File: config.mk
export PLATFORM = sky130hd
export DESIGN_NAME = ppm_frame_decoder_core
export DESIGN_NICKNAME = d
export VERILOG_FILES = /design/src/rtl/ppmfd_pkg.sv /design/src/rtl/ppmfd_classify.sv /design/src/rtl/ppm_frame_decoder_core.sv
export SDC_FILE = /design/constraint.sdc
export NUM_CORES = 1
export LEC_CHECK = 0
export ABC_AREA = 1
export ABC_CLOCK_PERIOD_IN_PS = 4900
export BUFFER_PORTS_ARGS = -buffer_cell sky130_fd_sc_hd__buf_4
export CAP_MARGIN = 20
export CORE_UTILIZATION = 55
export CTS_CLUSTER_DIAMETER = 200
export DETAILED_ROUTE_END_ITERATION = 10
export GPL_TIMING_DRIVEN = 0
export PLACE_DENSITY = 0.76
export RECOVER_POWER = 25
export SLEW_MARGIN = 20
export SYNTH_ARGS = -nofsm -noshare
export SYNTH_HDL_FRONTEND = slang
export SYNTH_SLANG_ARGS = --single-unit
File: constraint.sdc
create_clock -name clk -period 4.9 [get_ports clk]
set_input_delay 0.98 -clock clk [delete_from_list [all_inputs] [get_ports clk]]
set_output_delay 0.98 -clock clk [all_outputs]
set_load 0.02 [all_outputs]
File: src/rtl/ppmfd_pkg.sv
// Package for the PPM frame decoder: configuration layout, interval class,
// register indexes, state encoding and reset constants.
// No dependencies.
package ppmfd_pkg;

  localparam int MAX_CHANNELS_DEF = 8;

  localparam logic [15:0] ABORT_BELOW_RST     = 16'd800;
  localparam logic [15:0] CHANNEL_FLOOR_RST   = 16'd900;
  localparam logic [15:0] CHANNEL_CEILING_RST = 16'd2200;
  localparam logic [16:0] SYNC_MIN_RST        = 17'd2500;
  localparam logic [16:0] SYNC_MAX_RST        = 17'd11000;
  localparam logic [3:0]  MIN_CHANNELS_RST    = 4'd6;

  localparam logic [16:0] CENTER_US     = 17'd1000;
  localparam logic [9:0]  VALUE_MAX     = 10'd1000;
  localparam logic [16:0] FULL_INTERVAL = 17'h10000;

  typedef enum logic [2:0] {
    CFG_ABORT_BELOW     = 3'd0,
    CFG_CHANNEL_FLOOR   = 3'd1,
    CFG_CHANNEL_CEILING = 3'd2,
    CFG_SYNC_MIN        = 3'd3,
    CFG_SYNC_MAX        = 3'd4,
    CFG_MIN_CHANNELS    = 3'd5
  } cfg_reg_t;

  typedef enum logic [1:0] {
    ST_IDLE,
    ST_READ,
    ST_LOAD
  } state_t;

  typedef struct packed {
    logic [15:0] abort_below;
    logic [15:0] channel_floor;
    logic [15:0] channel_ceiling;
    logic [16:0] sync_min;
    logic [16:0] sync_max;
    logic [3:0]  min_channels;
  } cfg_t;

  typedef struct packed {
    logic       short_gap;
    logic       sync_gap;
    logic       pulse;
    logic       above_floor;
    logic [9:0] value;
  } interval_class_t;

endpackage

File: src/rtl/ppmfd_classify.sv
// Interval classifier: wraps the capture difference and sorts the interval
// against the configured bounds; also scales a channel pulse.
// Depends on ppmfd_pkg.
module ppmfd_classify
  import ppmfd_pkg::*;
(
  input  logic [15:0]     stamp,
  input  logic [15:0]     prev_stamp,
  input  cfg_t            cfg,
  output interval_class_t cls
);

  logic [15:0] diff;
  logic [16:0] interval;
  logic [16:0] offset;

  assign diff     = stamp - prev_stamp;
  assign interval = (diff == 16'd0) ? FULL_INTERVAL : {1'b0, diff};
  assign offset   = interval - CENTER_US;

  always_comb begin
    cls.short_gap   = interval < {1'b0, cfg.abort_below};
    cls.sync_gap    = (interval >= cfg.sync_min) && (interval <= cfg.sync_max);
    cls.pulse       = interval < {1'b0, cfg.channel_ceiling};
    cls.above_floor = interval > {1'b0, cfg.channel_floor};
    if (interval <= CENTER_US) begin
      cls.value = 10'd0;
    end else if (offset >= {7'd0, VALUE_MAX}) begin
      cls.value = VALUE_MAX;
    end else begin
      cls.value = offset[9:0];
    end
  end

endmodule

File: src/rtl/ppm_frame_decoder_core.sv
// PPM frame decoder top level: sync tracking, channel store memory and
// frame emission through a registered output stage.
// Depends on ppmfd_pkg and ppmfd_classify.
// Emission: an edge is taken while idle; an accepted frame is then read out one
//   channel at a time, a store read (ST_READ) then an output load (ST_LOAD) that
//   waits for a free output; input is held off until the last channel is loaded.
// Throughput: one edge per cycle when no frame is being emitted.
// Reset: registers to defaults, unsynced, channel index and previous count zero; store not cleared.
module ppm_frame_decoder_core
  import ppmfd_pkg::*;
#(
  parameter int MAX_CHANNELS = MAX_CHANNELS_DEF
) (
  input  logic        clk,
  input  logic        rst,
  input  logic        cfg_wr_en,
  input  logic [2:0]  cfg_index,
  input  logic [16:0] cfg_data,
  input  logic        s_tvalid,
  output logic        s_tready,
  input  logic [15:0] s_tdata,   // [15:0] capture_stamp
  input  logic        s_tuser,   // [0] overcapture
  output logic        m_tvalid,
  input  logic        m_tready,
  output logic [23:0] m_tdata,   // [2:0] channel_number, [12:3] channel_value,
                                 // [16:13] channel_total
  output logic        m_tlast
);

  localparam int IDXW = $clog2(MAX_CHANNELS + 1);
  localparam int AW   = (MAX_CHANNELS > 1) ? $clog2(MAX_CHANNELS) : 1;
  localparam int CMPW = (IDXW > 4) ? IDXW : 4;

  cfg_t            cfg;
  interval_class_t cls;
  state_t          state, state_next;

  logic [15:0]     prev_stamp;
  logic            in_sync;
  logic [IDXW-1:0] ch_idx;
  logic [IDXW-1:0] prev_cnt;
  logic [IDXW-1:0] frame_cnt;
  logic [AW-1:0]   rd_idx;
  logic [9:0]      rd_data;
  logic [9:0]      store_mem [MAX_CHANNELS];

  logic accept;
  logic out_free;
  logic rd_en;
  logic load;
  logic last_ch;
  logic do_store;
  logic drop_sync;
  logic set_sync;
  logic take_frame;
  logic close_bad;
  logic [CMPW-1:0] num_ext;
  logic [CMPW-1:0] cnt_ext;

  ppmfd_classify u_classify (
    .stamp      (s_tdata),
    .prev_stamp (prev_stamp),
    .cfg        (cfg),
    .cls        (cls)
  );

  assign accept   = s_tvalid && s_tready;
  assign out_free = !m_tvalid || m_tready;
  assign num_ext  = CMPW'(rd_idx);
  assign cnt_ext  = CMPW'(frame_cnt);
  assign last_ch  = (num_ext + CMPW'(1)) == cnt_ext;

  always_ff @(posedge clk) begin
    if (rst) begin
      cfg.abort_below     <= ABORT_BELOW_RST;
      cfg.channel_floor   <= CHANNEL_FLOOR_RST;
      cfg.channel_ceiling <= CHANNEL_CEILING_RST;
      cfg.sync_min        <= SYNC_MIN_RST;
      cfg.sync_max        <= SYNC_MAX_RST;
      cfg.min_channels    <= MIN_CHANNELS_RST;
    end else if (cfg_wr_en) begin
      case (cfg_reg_t'(cfg_index))
        CFG_ABORT_BELOW:     cfg.abort_below     <= cfg_data[15:0];
        CFG_CHANNEL_FLOOR:   cfg.channel_floor   <= cfg_data[15:0];
        CFG_CHANNEL_CEILING: cfg.channel_ceiling <= cfg_data[15:0];
        CFG_SYNC_MIN:        cfg.sync_min        <= cfg_data;
        CFG_SYNC_MAX:        cfg.sync_max        <= cfg_data;
        CFG_MIN_CHANNELS:    cfg.min_channels    <= cfg_data[3:0];
        default: ;
      endcase
    end
  end

  always_comb begin
    do_store   = 1'b0;
    drop_sync  = 1'b0;
    set_sync   = 1'b0;
    take_frame = 1'b0;
    close_bad  = 1'b0;
    if (s_tuser || cls.short_gap) begin
      drop_sync = 1'b1;
    end else if (!in_sync) begin
      set_sync = cls.sync_gap;
    end else if (cls.pulse) begin
      if ((ch_idx < IDXW'(MAX_CHANNELS)) && cls.above_floor) begin
        do_store = 1'b1;
      end else begin
        drop_sync = 1'b1;
      end
    end else if (cls.sync_gap && (CMPW'(ch_idx) >= CMPW'(cfg.min_channels))
                 && (prev_cnt == ch_idx)) begin
      take_frame = 1'b1;
    end else begin
      close_bad = 1'b1;
    end
  end

  always_comb begin
    state_next = state;
    case (state)
      ST_IDLE: begin
        if (accept && take_frame && (ch_idx != '0)) begin
          state_next = ST_READ;
        end
      end
      ST_READ: state_next = ST_LOAD;
      ST_LOAD: begin
        if (out_free) begin
          state_next = last_ch ? ST_IDLE : ST_READ;
        end
      end
      default: state_next = ST_IDLE;
    endcase
  end

  always_comb begin
    s_tready = 1'b0;
    rd_en    = 1'b0;
    load     = 1'b0;
    case (state)
      ST_IDLE: s_tready = 1'b1;
      ST_READ: rd_en    = 1'b1;
      ST_LOAD: load     = out_free;
      default: ;
    endcase
  end

  always_ff @(posedge clk) begin
    if (rst) begin
      state      <= ST_IDLE;
      prev_stamp <= 16'd0;
      in_sync    <= 1'b0;
      ch_idx     <= '0;
      prev_cnt   <= '0;
    end else begin
      state <= state_next;
      if (accept) begin
        prev_stamp <= s_tdata;
        if (drop_sync) begin
          in_sync <= 1'b0;
        end
        if (set_sync) begin
          in_sync <= 1'b1;
          ch_idx  <= '0;
        end
        if (do_store) begin
          ch_idx <= ch_idx + IDXW'(1);
        end
        if (take_frame) begin
          ch_idx <= '0;
        end
        if (close_bad) begin
          prev_cnt <= ch_idx;
          in_sync  <= 1'b0;
        end
      end
    end
  end

  always_ff @(posedge clk) begin
    if (accept && take_frame) begin
      frame_cnt <= ch_idx;
      rd_idx    <= '0;
    end else if (load && !last_ch) begin
      rd_idx <= rd_idx + AW'(1);
    end
  end

  always_ff @(posedge clk) begin
    if (accept && do_store) begin
      store_mem[ch_idx[AW-1:0]] <= cls.value;
    end
    if (rd_en) begin
      rd_data <= store_mem[rd_idx];
    end
  end

  always_ff @(posedge clk) begin
    if (rst) begin
      m_tvalid <= 1'b0;
    end else if (load) begin
      m_tvalid <= 1'b1;
    end else if (m_tready) begin
      m_tvalid <= 1'b0;
    end
  end

  always_ff @(posedge clk) begin
    if (load) begin
      m_tdata <= {7'd0, cnt_ext[3:0], rd_data, num_ext[2:0]};
      m_tlast <= last_ch;
    end
  end

  a_idx_bound: assert property (@(posedge clk) disable iff (rst)
    ch_idx <= IDXW'(MAX_CHANNELS))
    else $error("channel index beyond store depth");

  a_emit_synced: assert property (@(posedge clk) disable iff (rst)
    (state != ST_IDLE) |-> in_sync)
    else $error("frame emission while unsynced");

  a_read_in_frame: assert property (@(posedge clk) disable iff (rst)
    (state != ST_IDLE) |-> (num_ext < cnt_ext))
    else $error("store read beyond frame length");

  a_last_returns: assert property (@(posedge clk) disable iff (rst)
    (load && last_ch) |=> (state == ST_IDLE) && m_tvalid && m_tlast)
    else $error("final channel transfer not staged");

endmodule

### Word-level counts from Yosys, hierarchy flattened

Memories as Yosys holds them, arrays and structs flattened. A register that Yosys moved wholly into a read port is not among the register bits.
Index checks and enable logic that the tools add are counted.
W data, S select, Z words.

* add/subtract/negate cells: 5
* magnitude comparators: 9
* muxes and demuxes: 38
* equality and inequality tests: 11
* reductions and logical operators: 30

Operators by type and width (count)
* $lt A17 B16 Y1: 2
* $mux W1: 29
* $mux W10: 2
* $reduce_and A2 Y1: 10
* $ge A17 B10 Y1 const B: 1
* $ge A17 B17 Y1: 1
* $gt A17 B16 Y1: 1
* $le A17 B10 Y1 const B: 1
* $le A17 B17 Y1: 1
* $mux W17: 1
* $sub A17 B10 Y17 const B: 1
* $logic_not A16 Y1: 1
* $sub A16 B16 Y16: 1
* $mux W4: 3
* $logic_and A1 B1 Y1: 9
* $eq A4 B4 Y1: 2
* $eq A3 B2 Y1 const B: 2
* $eq A3 B3 Y1 const B: 2
* $pmux W2 S3: 1
* $reduce_bool A3 Y1: 2
* $add A3 B1 Y4 const B: 1
* $add A4 B1 Y4 const B: 1
* $ge A4 B4 Y1: 1
* $lt A4 B4 Y1 const B: 1
* 12 further kinds: 16

* register bits: 139
* bits in writable memories: 80
* input bits: 42
* output and inout port bits: 27
* memories kept: 1
* word-level logic and storage cells: 110

Memory list
* store_mem: words 8, bits a word 10, read ports 1, clocked after memory_dff 1, wr ports 1, line ppm_frame_decoder_core.sv:45 `logic [9:0] store_mem [MAX_CHANNELS];`

### Logic depth before layout (Yosys ltp)

Gate-level depths: netlist of run 1.

* depth after elaboration: 15
* mapped depth: 31

### By module

From an unflattened synthesis of run 1, not the netlist that was laid out.

* cell total of the unflattened synthesis: 1577
* area, all modules: 12623.4 µm²

By module, submodules not included
* ppm_frame_decoder_core: times used 1, seq. area each 5705.5 µm², cells each 892, area each 8717.1 µm²
* ppmfd_classify: times used 1, seq. area each 0.0 µm², cells each 685, area each 3906.2 µm²

### Worst setup path before layout of run 1

OpenSTA, ideal clock, no wires.

* path kind: input -> register
* from: input port s_tdata[0]
* to: memory store_mem[4][0] (enable)
* arrival time: 4.628 ns
* cell stages on the path: 19
* setup time: 0.403 ns
* buffers on the path: 0
* data required time: 4.497 ns
* setup slack: -0.132 ns
* cells stage by stage: inv_1 -> ha_1 -> fa_1 -> inv_1 -> nand3_1 -> nand3_1 -> nand3_1 -> nand2_1 -> nand2_1 -> nand3_1 -> nand2_1 -> ha_1 -> a21oi_1 -> o21ai_0 -> a221oi_1 -> o211ai_2 -> nor2_4 -> nand3_1 -> nor4_1

* cells in the longest elaborated chain, start to end: 12

Ends and longest elaborated chain
* start, declared: line ppm_frame_decoder_core.sv:21 `input logic [15:0] s_tdata,`
* $sub A16 B16 Y16 (*): line ppmfd_classify.sv:17 `assign diff = stamp - prev_stamp;`
* $logic_not A16 Y1: line ppmfd_classify.sv:18 `assign interval = (diff == 16'd0) ? FULL_INTERVAL : {1'b0, diff};`
* $mux W17 (*): line ppmfd_classify.sv:18
* $gt A17 B16 Y1: line ppmfd_classify.sv:25 `cls.above_floor = interval > {1'b0, cfg.channel_floor};`
* $logic_and A1 B1 Y1: line ppm_frame_decoder_core.sv:105 `if ((ch_idx < IDXW'(MAX_CHANNELS)) && cls.above_floor) begin`
* $mux W1: line ppm_frame_decoder_core.sv:105
* $mux W1: line ppm_frame_decoder_core.sv:104 `end else if (cls.pulse) begin`
* $mux W1: line ppm_frame_decoder_core.sv:102 `end else if (!in_sync) begin`
* $mux W1 (*): line ppm_frame_decoder_core.sv:100 `if (s_tuser || cls.short_gap) begin`
* $logic_and A1 B1 Y1 (*): line ppm_frame_decoder_core.sv:190 `if (accept && do_store) begin`
* $mux W1 (*): line ppm_frame_decoder_core.sv:190
* $mux W1 (not written as such) (*): line ppm_frame_decoder_core.sv:191 `store_mem[ch_idx[AW-1:0]] <= cls.value;`
* end, declared: line ppm_frame_decoder_core.sv:45

Every way passes the cells marked *; elsewhere a longest branch is shown, timed or not.

### Final worst setup path of run 1

* from: input port s_tdata[0]
* to: memory store_mem[1][6] (enable)

The elaborated chain is that of the path after synthesis.

==> results of run 1 <==
[metal layers]
metal | track usage, % | up-vias | part of all wire, %
met5 | 0 | - | 0
met4 | 9.15 | 0 | 2.4
met3 | 3.40 | 61 | 6.2
met2 | 48.4 | 342 | 49
met1 | 34.7 | 4783 | 42
li1 | - | 5064 | -
[state kept, by name (all words and copies together), names as in the netlist]
| register | cells |
|---|---|
| cfg | 86 |
| store_mem | 80 |
| m_tdata | 17 |
| prev_stamp | 16 |
| rd_data | 10 |
| ch_idx | 4 |
| cnt_ext | 4 |
| prev_cnt | 4 |
| rd_idx | 3 |
| state | 2 |
| in_sync | 1 |
| m_tlast | 1 |
| m_tvalid | 1 |
[cell usage after synthesis (2+ instances only)]
cell	instances	area, sq um
o211ai_1	25	188
inv_1	204	766
clkbuf_1	43	161
nand4_1	18	113
nand3_4	2	35.0
inv_2	9	33.8
o21ai_0	140	701
nor3_1	19	95.1
nand3_1	55	275
nor3b_1	2	15.0
and2_1	2	12.5
o2111ai_1	2	17.5
a31oi_1	10	62.6
buf_1	2	7.51
nand3b_1	4	30.0
a211oi_1	3	22.5
nand2_2	14	87.6
nor4_1	8	50.1
xor2_1	14	123
a21oi_2	3	26.3
a21oi_1	125	626
o22ai_1	10	62.6
a21o_1	3	22.5
nor2_2	5	31.3
edfxtp_1	112	3360
dfxtp_1	117	2340
nor2_1	151	567
nand3_2	4	40.0
o31ai_1	2	15.0
xnor2_1	3	26.3
o21bai_1	3	22.5
ha_1	104	1300
buf_4	8	60.1
nor2_4	4	45.0
nand2_1	196	736
[power by group]
part | total, mW | internal [mW] | switching (mW) | leakage, nW
clock | 1.91 | 1.14 | 0.767 | 0.403
sequential | 2.10 | 2.08 | 0.0268 | 2.00
combinational | 1.48 | 0.493 | 0.989 | 3.66
total | 5.50 | 3.71 | 1.78 | 6.06
[cells by family after synthesis]
| family | share of synthesized area [%] |
|---|---|
| AO/OA/AOI/OAI | 14.9 |
| XOR/XNOR | 1.21 |
| other | 0.0305 |
| flip-flops | 46.5 |
| buffers and inverters | 8.45 |
| AND/OR/NAND/NOR | 18.2 |
| adder cells (fa/ha/maj) | 10.8 |
[path summary, 6_finish.rpt]
check | startpoint | end | cells after the start
max | s_tdata[0] | store_mem[1][6] | 22
min | rd_data[9] | m_tdata[12] | 0
max reg2reg | prev_stamp[0] | store_mem[1][6] | 20
min reg2reg | rd_data[9] | m_tdata[12] | 0
[stage by stage]
stage	util (%)	power [mW]
final	65.1	5.50
after global routing	65.1	5.77
after CTS	64.8	5.48
after detailed placement	60.4	3.57
after global placement	60.1	3.52
after floorplan	-	3.17
[worst max-delay path, cell delays in order]
cell	delay (ps)
buf_4	80
inv_1	50
ha_1	220
fa_1	430
inv_1	130
nand3_1	100
nand3_1	130
nand3_1	100
nand2_1	90
nand2_1	50
nand3_1	80
nand2_2	180
ha_1	380
nand4_1	90
nor4_1	720
inv_1	120
o211ai_2	320
nor2_4	110
nand4_1	100
buf_4	190
nor3_4	60
buf_4	200
[repair_timing]
action                                  in CTS  in global routing
pin swaps                                    4                  5
cloned                                       0                  0
resized for setup                            8                 11
buffers inserted                             6                  2
endpoints found under the setup margin      65                 72
hold buffers                                 0                  0
[cell type report]
class	instances	area, sq um	share of cell area [%]
flip-flops and latches	229	5710	40.2
clock inverters	16	181	1.28
well taps	280	350	2.47
multi-input cells	952	5690	40.1
repair buffers	72	596	4.19
clock buffers	29	641	4.51
plain buffers	54	234	1.65
inverters	214	803	5.66
==> impl_metrics.csv, run 1 <==
group,metric,value,unit
synthesis,syn_avg_cell_area,8.51,sq um
timing,rsz0062_at_grt,"false",
synthesis,syn_inst,1443,
route,drc,0,
critical_path,endpoint_kind,"flip-flop",
global_routing,grtUsageTotal,27.5,%
timing,setup_viol,0,
synthesis,yosysSeqAreaShare,46.5,%
global_routing,antenna_found_initial,0,
clock_tree,cts_buffer_depth,3,
power,peakVddDrop,0.244,mV
clock_tree,clk_latency,530,ps
cells_and_area,final_common_cell,"inv_1",
power,power.leakage,6.06,nW
floorplan,initial_utilization,56.3,%
cells_and_area,layout_common_cells,"inv_1 (203), nand2_1 (194), nor2_1 (147)",
global_routing,grt_max_degree,14,
route,dr.pass1.iters,7,
critical_path,startpoint_type,"input pin",
synthesis,ys_ff_latch,229,
cells_and_area,final_cells,1846,
timing,worstMarginPinSlew,1290,ps
synthesis,yosysUniqueCellTypes,52,
synthesis,synth_area,0.0123,sq mm
cells_and_area,fin_area,0.0142,sq mm
timing,hold_ws,417,ps
cells_and_area,area_delta_synth_final,15.6,%
critical_path,cp_max_fo,9,
timing,period_needed,4650,ps
clock_tree,clockRootBuffer,"clkbuf_16",
placement,place_area,0.0132,sq mm
synthesis,yosysWarnings,0,
clock_tree,clock_sinks,229,
route,vias,10250,
synthesis,synth_edf_count,112,
critical_path,required,5180,ps
critical_path,regToRegSetupSlack,550,ps
timing,finalHoldViolations,0,
status,status,"completed",
placement,dpl.hpwl,22300,um
floorplan,dieArea,0.0229,sq mm
cells_and_area,diodes,0,
route,ant_nets,0,
critical_path,critical_path_arrival,4920,ps
route,wl_per_cell,16.7,um
route,drt-total-wl,30800,um
placement,io_buffers,60,
timing,tns,0,ps
clock_tree,cts_buffers,25,
route,drt_iter0_drc,741,
global_routing,gr-total-overflow,0,
clock_tree,path_clk_slew,60,ps
floorplan,io_pins,69,
floorplan,die_h,151,um
placement,routabilityCongestion,0.952,
worst_hold_path,min_path_type,"reg -> reg",
synthesis,async_flop_share,0,%
floorplan,num_rows,54,
timing,period_share,94.8,%
synthesis,synth_flop_cell,"dfxtp_1",
timing,layout_setup_ws,253,ps
route,viasPerCell,5.55,
power,powerDensity,387,mW/mm^2
critical_path,timing_worst_setup_path_type,"in -> reg",
timing,fmax,215,MHz
clock_tree,tritoncts,"built",
floorplan,dieWidth,151,um
cells_and_area,drive_above_1_share,11.7,%
global_routing,grt_pass1_vias,9780,
timing,relSlewSlack,13.2,%
run,maxCapViolCount,0,
cells_and_area,final_nets,1695,
timing,slew_viol_final,0,
floorplan,core_area,0.0218,sq mm
placement,dp.cells,1793,
global_routing,grt_pass1_wl,48600,um
clock_tree,h-tree-depth,1,
timing,finClkSkew,15.4,ps
placement,preCtsSetupSlack,-907,ps
cells_and_area,fillers,1760,
No activity file was read; power rests on OpenSTA's default activity.
==> run 2, diff against run 1 <==
- RECOVER_POWER: 25 -> unset
==> run 2 against run 1 <==
- critical path type unchanged
- via count up 0.28%
- first-iteration DRC count up 0.40%
- highest routed layer unchanged
- clock power about the same
==> impl_metrics.csv, run 2 (same netlist as run 1, synthesis figures left out) <==
group,metric,value,unit
placement,dp.cells,1793,
cells_and_area,final_cells,1846,
timing,hold_ws,417,ps
route,viasPerCell,5.57,
cells_and_area,largest_reg_flops,86,
cells_and_area,final_util,65.1,%
floorplan,die_h,151,um
worst_hold_path,min_to,"m_tdata[12]",
run,maxCapViolCount,0,
worst_hold_path,min_path_type,"reg -> reg",
timing,period_needed,4650,ps
worst_hold_path,hold_start,"rd_data[9]",
timing,finClkSkew,15.3,ps
clock_tree,clock_sinks,229,
floorplan,dieArea,0.0229,sq mm
floorplan,core_area,0.0218,sq mm
timing,tns,0,ps
route,dr.pass1.iters,6,
clock_tree,cts_buffer_depth,3,
timing,period_share,94.9,%
floorplan,initial_utilization,56.3,%
clock_tree,clk_latency,520,ps
critical_path,timing_worst_setup_path_type,"in -> reg",
clock_tree,tritoncts,"built",
cells_and_area,layout_common_cells,"inv_1 (203), nand2_1 (194), nor2_1 (147)",
route,wl_per_cell,16.7,um
timing,finalHoldViolations,0,
power,power.leakage,6.07,nW
clock_tree,cts_hold_buf,0,
cells_and_area,area_delta_synth_final,15.7,%
global_routing,grt_max_degree,14,
status,status,"completed",
route,vias,10279,
global_routing,antenna_found_initial,0,
timing,relSlewSlack,33.3,%
timing,worstMarginPinSlew,997,ps
route,drt-total-wl,30700,um
timing,setup_viol,0,
critical_path,cp_max_fo,9,
cells_and_area,diodes,0,
route,drc,0,
global_routing,gr-total-overflow,0,
placement,dpl.hpwl,22300,um
clock_tree,h-tree-depth,1,
timing,fmax,215,MHz
timing,slew_viol_final,0,
critical_path,regToRegSetupSlack,550,ps
power,finalPower,5.49,mW
critical_path,regToRegEndpoint,"store_mem[1][6]",
clock_tree,clockRootBuffer,"clkbuf_16",
cells_and_area,final_common_cell,"inv_1",
cells_and_area,fillers,1759,
critical_path,startpoint_type,"input pin",
power,powerDensity,387,mW/mm^2
cells_and_area,drive_above_1_share,11.9,%
floorplan,num_rows,54,
critical_path,ff2ff_path_depth,20,
route,drt_iter0_drc,744,
floorplan,dieWidth,151,um
worst_hold_path,hold_depth,0,
global_routing,grt_pass1_wl,48600,um
route,ant_nets,0,
global_routing,grtUsageTotal,27.5,%
floorplan,io_pins,69,
global_routing,grt_pass1_vias,9780,
timing,rsz0062_at_grt,"false",
cells_and_area,final_nets,1695,
critical_path,endpoint_kind,"flip-flop",
cells_and_area,top_register,"cfg",
clock_tree,path_clk_slew,60,ps
critical_path,critical_path_arrival,4920,ps
clock_tree,cts_buffers,25,
critical_path,required,5170,ps
placement,io_buffers,60,
power,peakVddDrop,0.244,mV
critical_path,r2r-start,"prev_stamp[0]",
placement,routabilityCongestion,0.952,
==> run 2: cell types whose count changed in the layout (fill, tap and decap cells not counted), sizes merged <==
cell,delta
buf,+4
clkbuf,-4
==> run 2: metal layers <==
layer	track usage [%]	vias to the layer above	wire length (um)
met2	48.4	350	15000
met5	0	-	0
li1	-	5066	-
met3	3.40	68	1960
met4	9.15	0	801
met1	34.7	4795	13000
==> run 2: layout make-up <==
type	count	area [sq um]	area share, %
Inverter	214	803	5.65
Clock inverter	16	181	1.28
Multi-Input combinational cell	952	5690	40.1
Clock buffer	29	641	4.51
Tap cell	280	350	2.47
Timing Repair Buffer	72	603	4.24
Sequential cell	229	5710	40.2
Buffer	54	234	1.65
==> run 2: power breakdown <==
group          switching, mW  leakage, nW  total [mW]  internal [mW]
registers             0.0268         2.00        2.10           2.08
logic                  0.989         3.67        1.48          0.494
clock network          0.766        0.403        1.91           1.14
==> run 2: worst max-delay path by stage <==
stage / depth (start not counted) / end / slack, ps / startpoint
after floorplan: 19 / store_mem[1][0] / 80 / s_tdata[0]
after global placement: 20 / store_mem[1][8] / -1180 / s_tdata[0]
after detailed placement: 20 / store_mem[3][5] / -910 / s_tdata[0]
after CTS: 20 / store_mem[0][3] / 80 / s_tdata[0]
after global routing: 29 / store_mem[1][4] / 10 / s_tdata[0]
final: 22 / store_mem[1][6] / 250 / s_tdata[0]
==> run 2: what timing repair did <==
action / 4_1_cts / 5_1_grt
buffers inserted: 6 / 2
pin swaps: 4 / 5
gates resized for setup: 8 / 11
endpoints found under the setup margin: 65 / 72
==> run 2: critical path, cell delays in order <==
cell and delay (ps):
buf_4 80, inv_1 50, ha_1 220, fa_1 430, inv_1 130, nand3_1 100, nand3_1 130, nand3_1 100
nand2_1 90, nand2_1 50, nand3_1 80, nand2_2 180, ha_1 380, nand4_1 90, nor4_1 720, inv_1 120
o211ai_2 320, nor2_4 110, nand4_1 100, buf_4 190, nor3_4 60, buf_4 200
==> run 2: through the flow <==
| step | cell area, sq um | setup slack [ps] |
|---|---|---|
| after floorplan | 12300 | 82.7 |
| after CTS | 14100 | 80.6 |
| after global placement | 13100 | -1180 |
| after global routing | 14200 | 12.4 |
| after detailed placement | 13200 | -907 |
| final | 14200 | 249 |
==> run 3, diff against run 2 <==
- ABC_CLOCK_PERIOD_IN_PS: 4900 -> 5200
- PLACE_DENSITY: 0.76 -> 0.73
- clock period: 4.9 -> 5.2 ns (I/O delays scaled with it)
==> run 3 against run 2 <==
- setup slack improved by 60 ps
- clock skew increased by 2.1 ps
- non-clock buffer count decreased by 2
- hold slack improved by 3.2 ps
- sequential cell count unchanged
- routed wire length decreased by 4.8%
- register-to-register slack improved by 130 ps
- global-route usage decreased by 1.6 points
- combinational power decreased by 8%
- utilization decreased by 0.63 points
==> impl_metrics.csv, run 3 (same netlist as run 1, synthesis figures left out) <==
group,metric,value,unit
critical_path,startpoint_type,"input pin",
floorplan,dieArea,0.0229,sq mm
route,dr.pass1.iters,7,
timing,worstMarginPinSlew,1040,ps
critical_path,crit_end,"store_mem[6][7]",
floorplan,initial_utilization,56.3,%
global_routing,antenna_found_initial,0,
timing,tns,0,ps
route,ant_nets,0,
placement,routabilityCongestion,0.934,
timing,finalHoldViolations,0,
floorplan,die_h,151,um
clock_tree,clockRootBuffer,"clkbuf_16",
power,powerDensity,357,mW/mm^2
critical_path,timing_worst_setup_path_type,"in -> reg",
timing,period_needed,4890,ps
cells_and_area,diodes,0,
critical_path,crit_slowest_cell,"nor3_2",
cells_and_area,layout_common_cells,"inv_1 (204), nand2_1 (195), nor2_1 (149)",
critical_path,startpoint,"s_tdata[0]",
critical_path,cpLargestDelayFamily,"simple AND/OR/NAND/NOR gates",
placement,io_buffers,60,
cells_and_area,final_common_cell,"inv_1",
timing,setup_viol,0,
timing,relSlewSlack,30.1,%
clock_tree,cts_buffers,25,
critical_path,r2r-start,"prev_stamp[0]",
critical_path,path_cells,"buf_4 -> inv_1 -> ha_1 -> fa_1 -> inv_1 -> nand3_1 -> nand3_1 -> nand3_1 -> nand2_1 -> nand2_1 -> nand2_1 -> inv_1 -> ha_1 -> inv_1 -> nor3_1 -> o21ai_0 -> a21oi_1 -> nor3_1 -> nand2_2 -> nand3b_4 -> nor2_8 -> nand3_4 -> nor3_2 -> buf_4",
placement,dpl.hpwl,22100,um
critical_path,cp_max_fo,6,
critical_path,critical_path_arrival,5110,ps
timing,fmax,204,MHz
floorplan,io_pins,69,
critical_path,crit_buf_inv,6,
placement,place_area,0.0132,sq mm
route,drc,0,
placement,preCtsSetupSlack,-633,ps
run,maxCapViolCount,0,
timing,finClkSkew,17.4,ps
clock_tree,cts_buffer_depth,3,
critical_path,worst-path-stages,24,
route,vias,9990,
global_routing,gr-total-overflow,0,
cells_and_area,fillers,1852,
global_routing,grt_pass1_vias,9104,
clock_tree,h-tree-depth,1,
cells_and_area,drive_above_1_share,11.3,%
power,power.leakage,6.03,nW
cells_and_area,area_delta_synth_final,14.6,%
critical_path,slowest_delay,460,ps
power,finalPower,5.03,mW
cells_and_area,final_nets,1693,
critical_path,regToRegEndpoint,"store_mem[6][7]",
global_routing,grt_pass1_wl,46000,um
critical_path,regToRegSetupSlack,680,ps
floorplan,core_area,0.0218,sq mm
clock_tree,path_clk_slew,60,ps
global_routing,grt_max_degree,15,
cells_and_area,top_register,"cfg",
timing,period_share,94.1,%
timing,layout_setup_ws,309,ps
clock_tree,cts_hold_buf,0,
power,peakVddDrop,0.267,mV
timing,rsz0062_at_grt,"false",
critical_path,ff2ff_path_depth,22,
global_routing,grtUsageTotal,25.8,%
timing,slew_viol_final,0,
critical_path,endpoint_kind,"flip-flop",
worst_hold_path,min_path_type,"reg -> reg",
cells_and_area,largest_reg_flops,86,
clock_tree,tritoncts,"built",
cells_and_area,fin_area,0.0141,sq mm
timing,hold_ws,420,ps
clock_tree,clk_latency,520,ps
critical_path,cp_common_cell,"inv_1",
route,drt_iter0_drc,599,
route,drt-total-wl,29300,um
floorplan,dieWidth,151,um
route,wl_per_cell,15.9,um
status,status,"completed",
route,viasPerCell,5.42,
critical_path,required,5420,ps
floorplan,num_rows,54,
clock_tree,clock_sinks,229,
run 3: changes by cell type in the layout (fill, tap and decap cells not counted), moves of 3 or more:
cell | previous run | this run
clkbuf_8 | 0 | 4
clkinv_2 | 6 | 3
bufinv_16 | 4 | 1
buf_12 | 5 | 1
clkbuf_1 | 47 | 50
run 3: cell type report:
type / instances / area (sq um) / share of cell area, %
flip-flops and latches: 229 / 5710 / 40.5
clock buffers: 36 / 707 / 5.02
multi-input cells: 952 / 5660 / 40.2
plain buffers: 54 / 234 / 1.66
clock inverters: 9 / 76.3 / 0.542
repair buffers: 70 / 533 / 3.79
well taps: 280 / 350 / 2.49
inverters: 214 / 803 / 5.71
run 3: worst reg2reg max path, stage by stage (launching register included):
cell and delay, ps:
dfxtp_1 310, ha_1 210, fa_1 430, inv_1 120
nand3_1 90, nand3_1 120, nand3_1 110, nand2_1 90
nand2_1 50, nand2_1 160, inv_1 220, ha_1 360
inv_1 50, nor3_1 220, o21ai_0 180, a21oi_1 180
nor3_1 130, nand2_2 120, nand3b_4 100, nor2_8 140
nand3_4 130, nor3_2 460, buf_4 260
run 3: how the worst min path moves through the flow:
stage                from           to  slack (ps)  cells after the start
3_3_place_gp   rd_data[2]   m_tdata[5]         400                      0
3_5_place_dp   rd_data[7]  m_tdata[10]         410                      0
6_report       rd_data[7]  m_tdata[10]         420                      0
2_1_floorplan  rd_data[7]  m_tdata[10]         400                      0
5_1_grt        rd_data[8]  m_tdata[11]         430                      0
4_1_cts        rd_data[7]  m_tdata[10]         420                      0
run 3: power breakdown:
| group | leakage (nW) | switching, mW | internal, mW | total [mW] |
|---|---|---|---|---|
| Clock | 0.379 | 0.695 | 0.991 | 1.69 |
| Combinational | 3.65 | 0.902 | 0.460 | 1.36 |
| Sequential | 2.00 | 0.0245 | 1.96 | 1.98 |
run 3: routing by layer:
layer	wire, um	GRT usage [%]	part of all wire [%]	up-vias
met5	0	0	0	-
met4	766	7.20	2.6	0
met3	1830	3.13	6.3	56
met2	14000	44.8	48	270
met1	12600	33.7	43	4599
li1	-	-	-	5065
run 3: stage by stage:
step	util, %	std cells
3_3_place_gp	60.0	1789
2_1_floorplan	-	1449
6_report	64.5	1844
3_5_place_dp	60.4	1795
5_1_grt	64.5	1844
4_1_cts	64.0	1840
run 3: repair_timing:
item	in CTS	in global routing
endpoints found under the setup margin	20	69
setup buffers	0	4
pin swaps	0	2
resized for setup	3	9
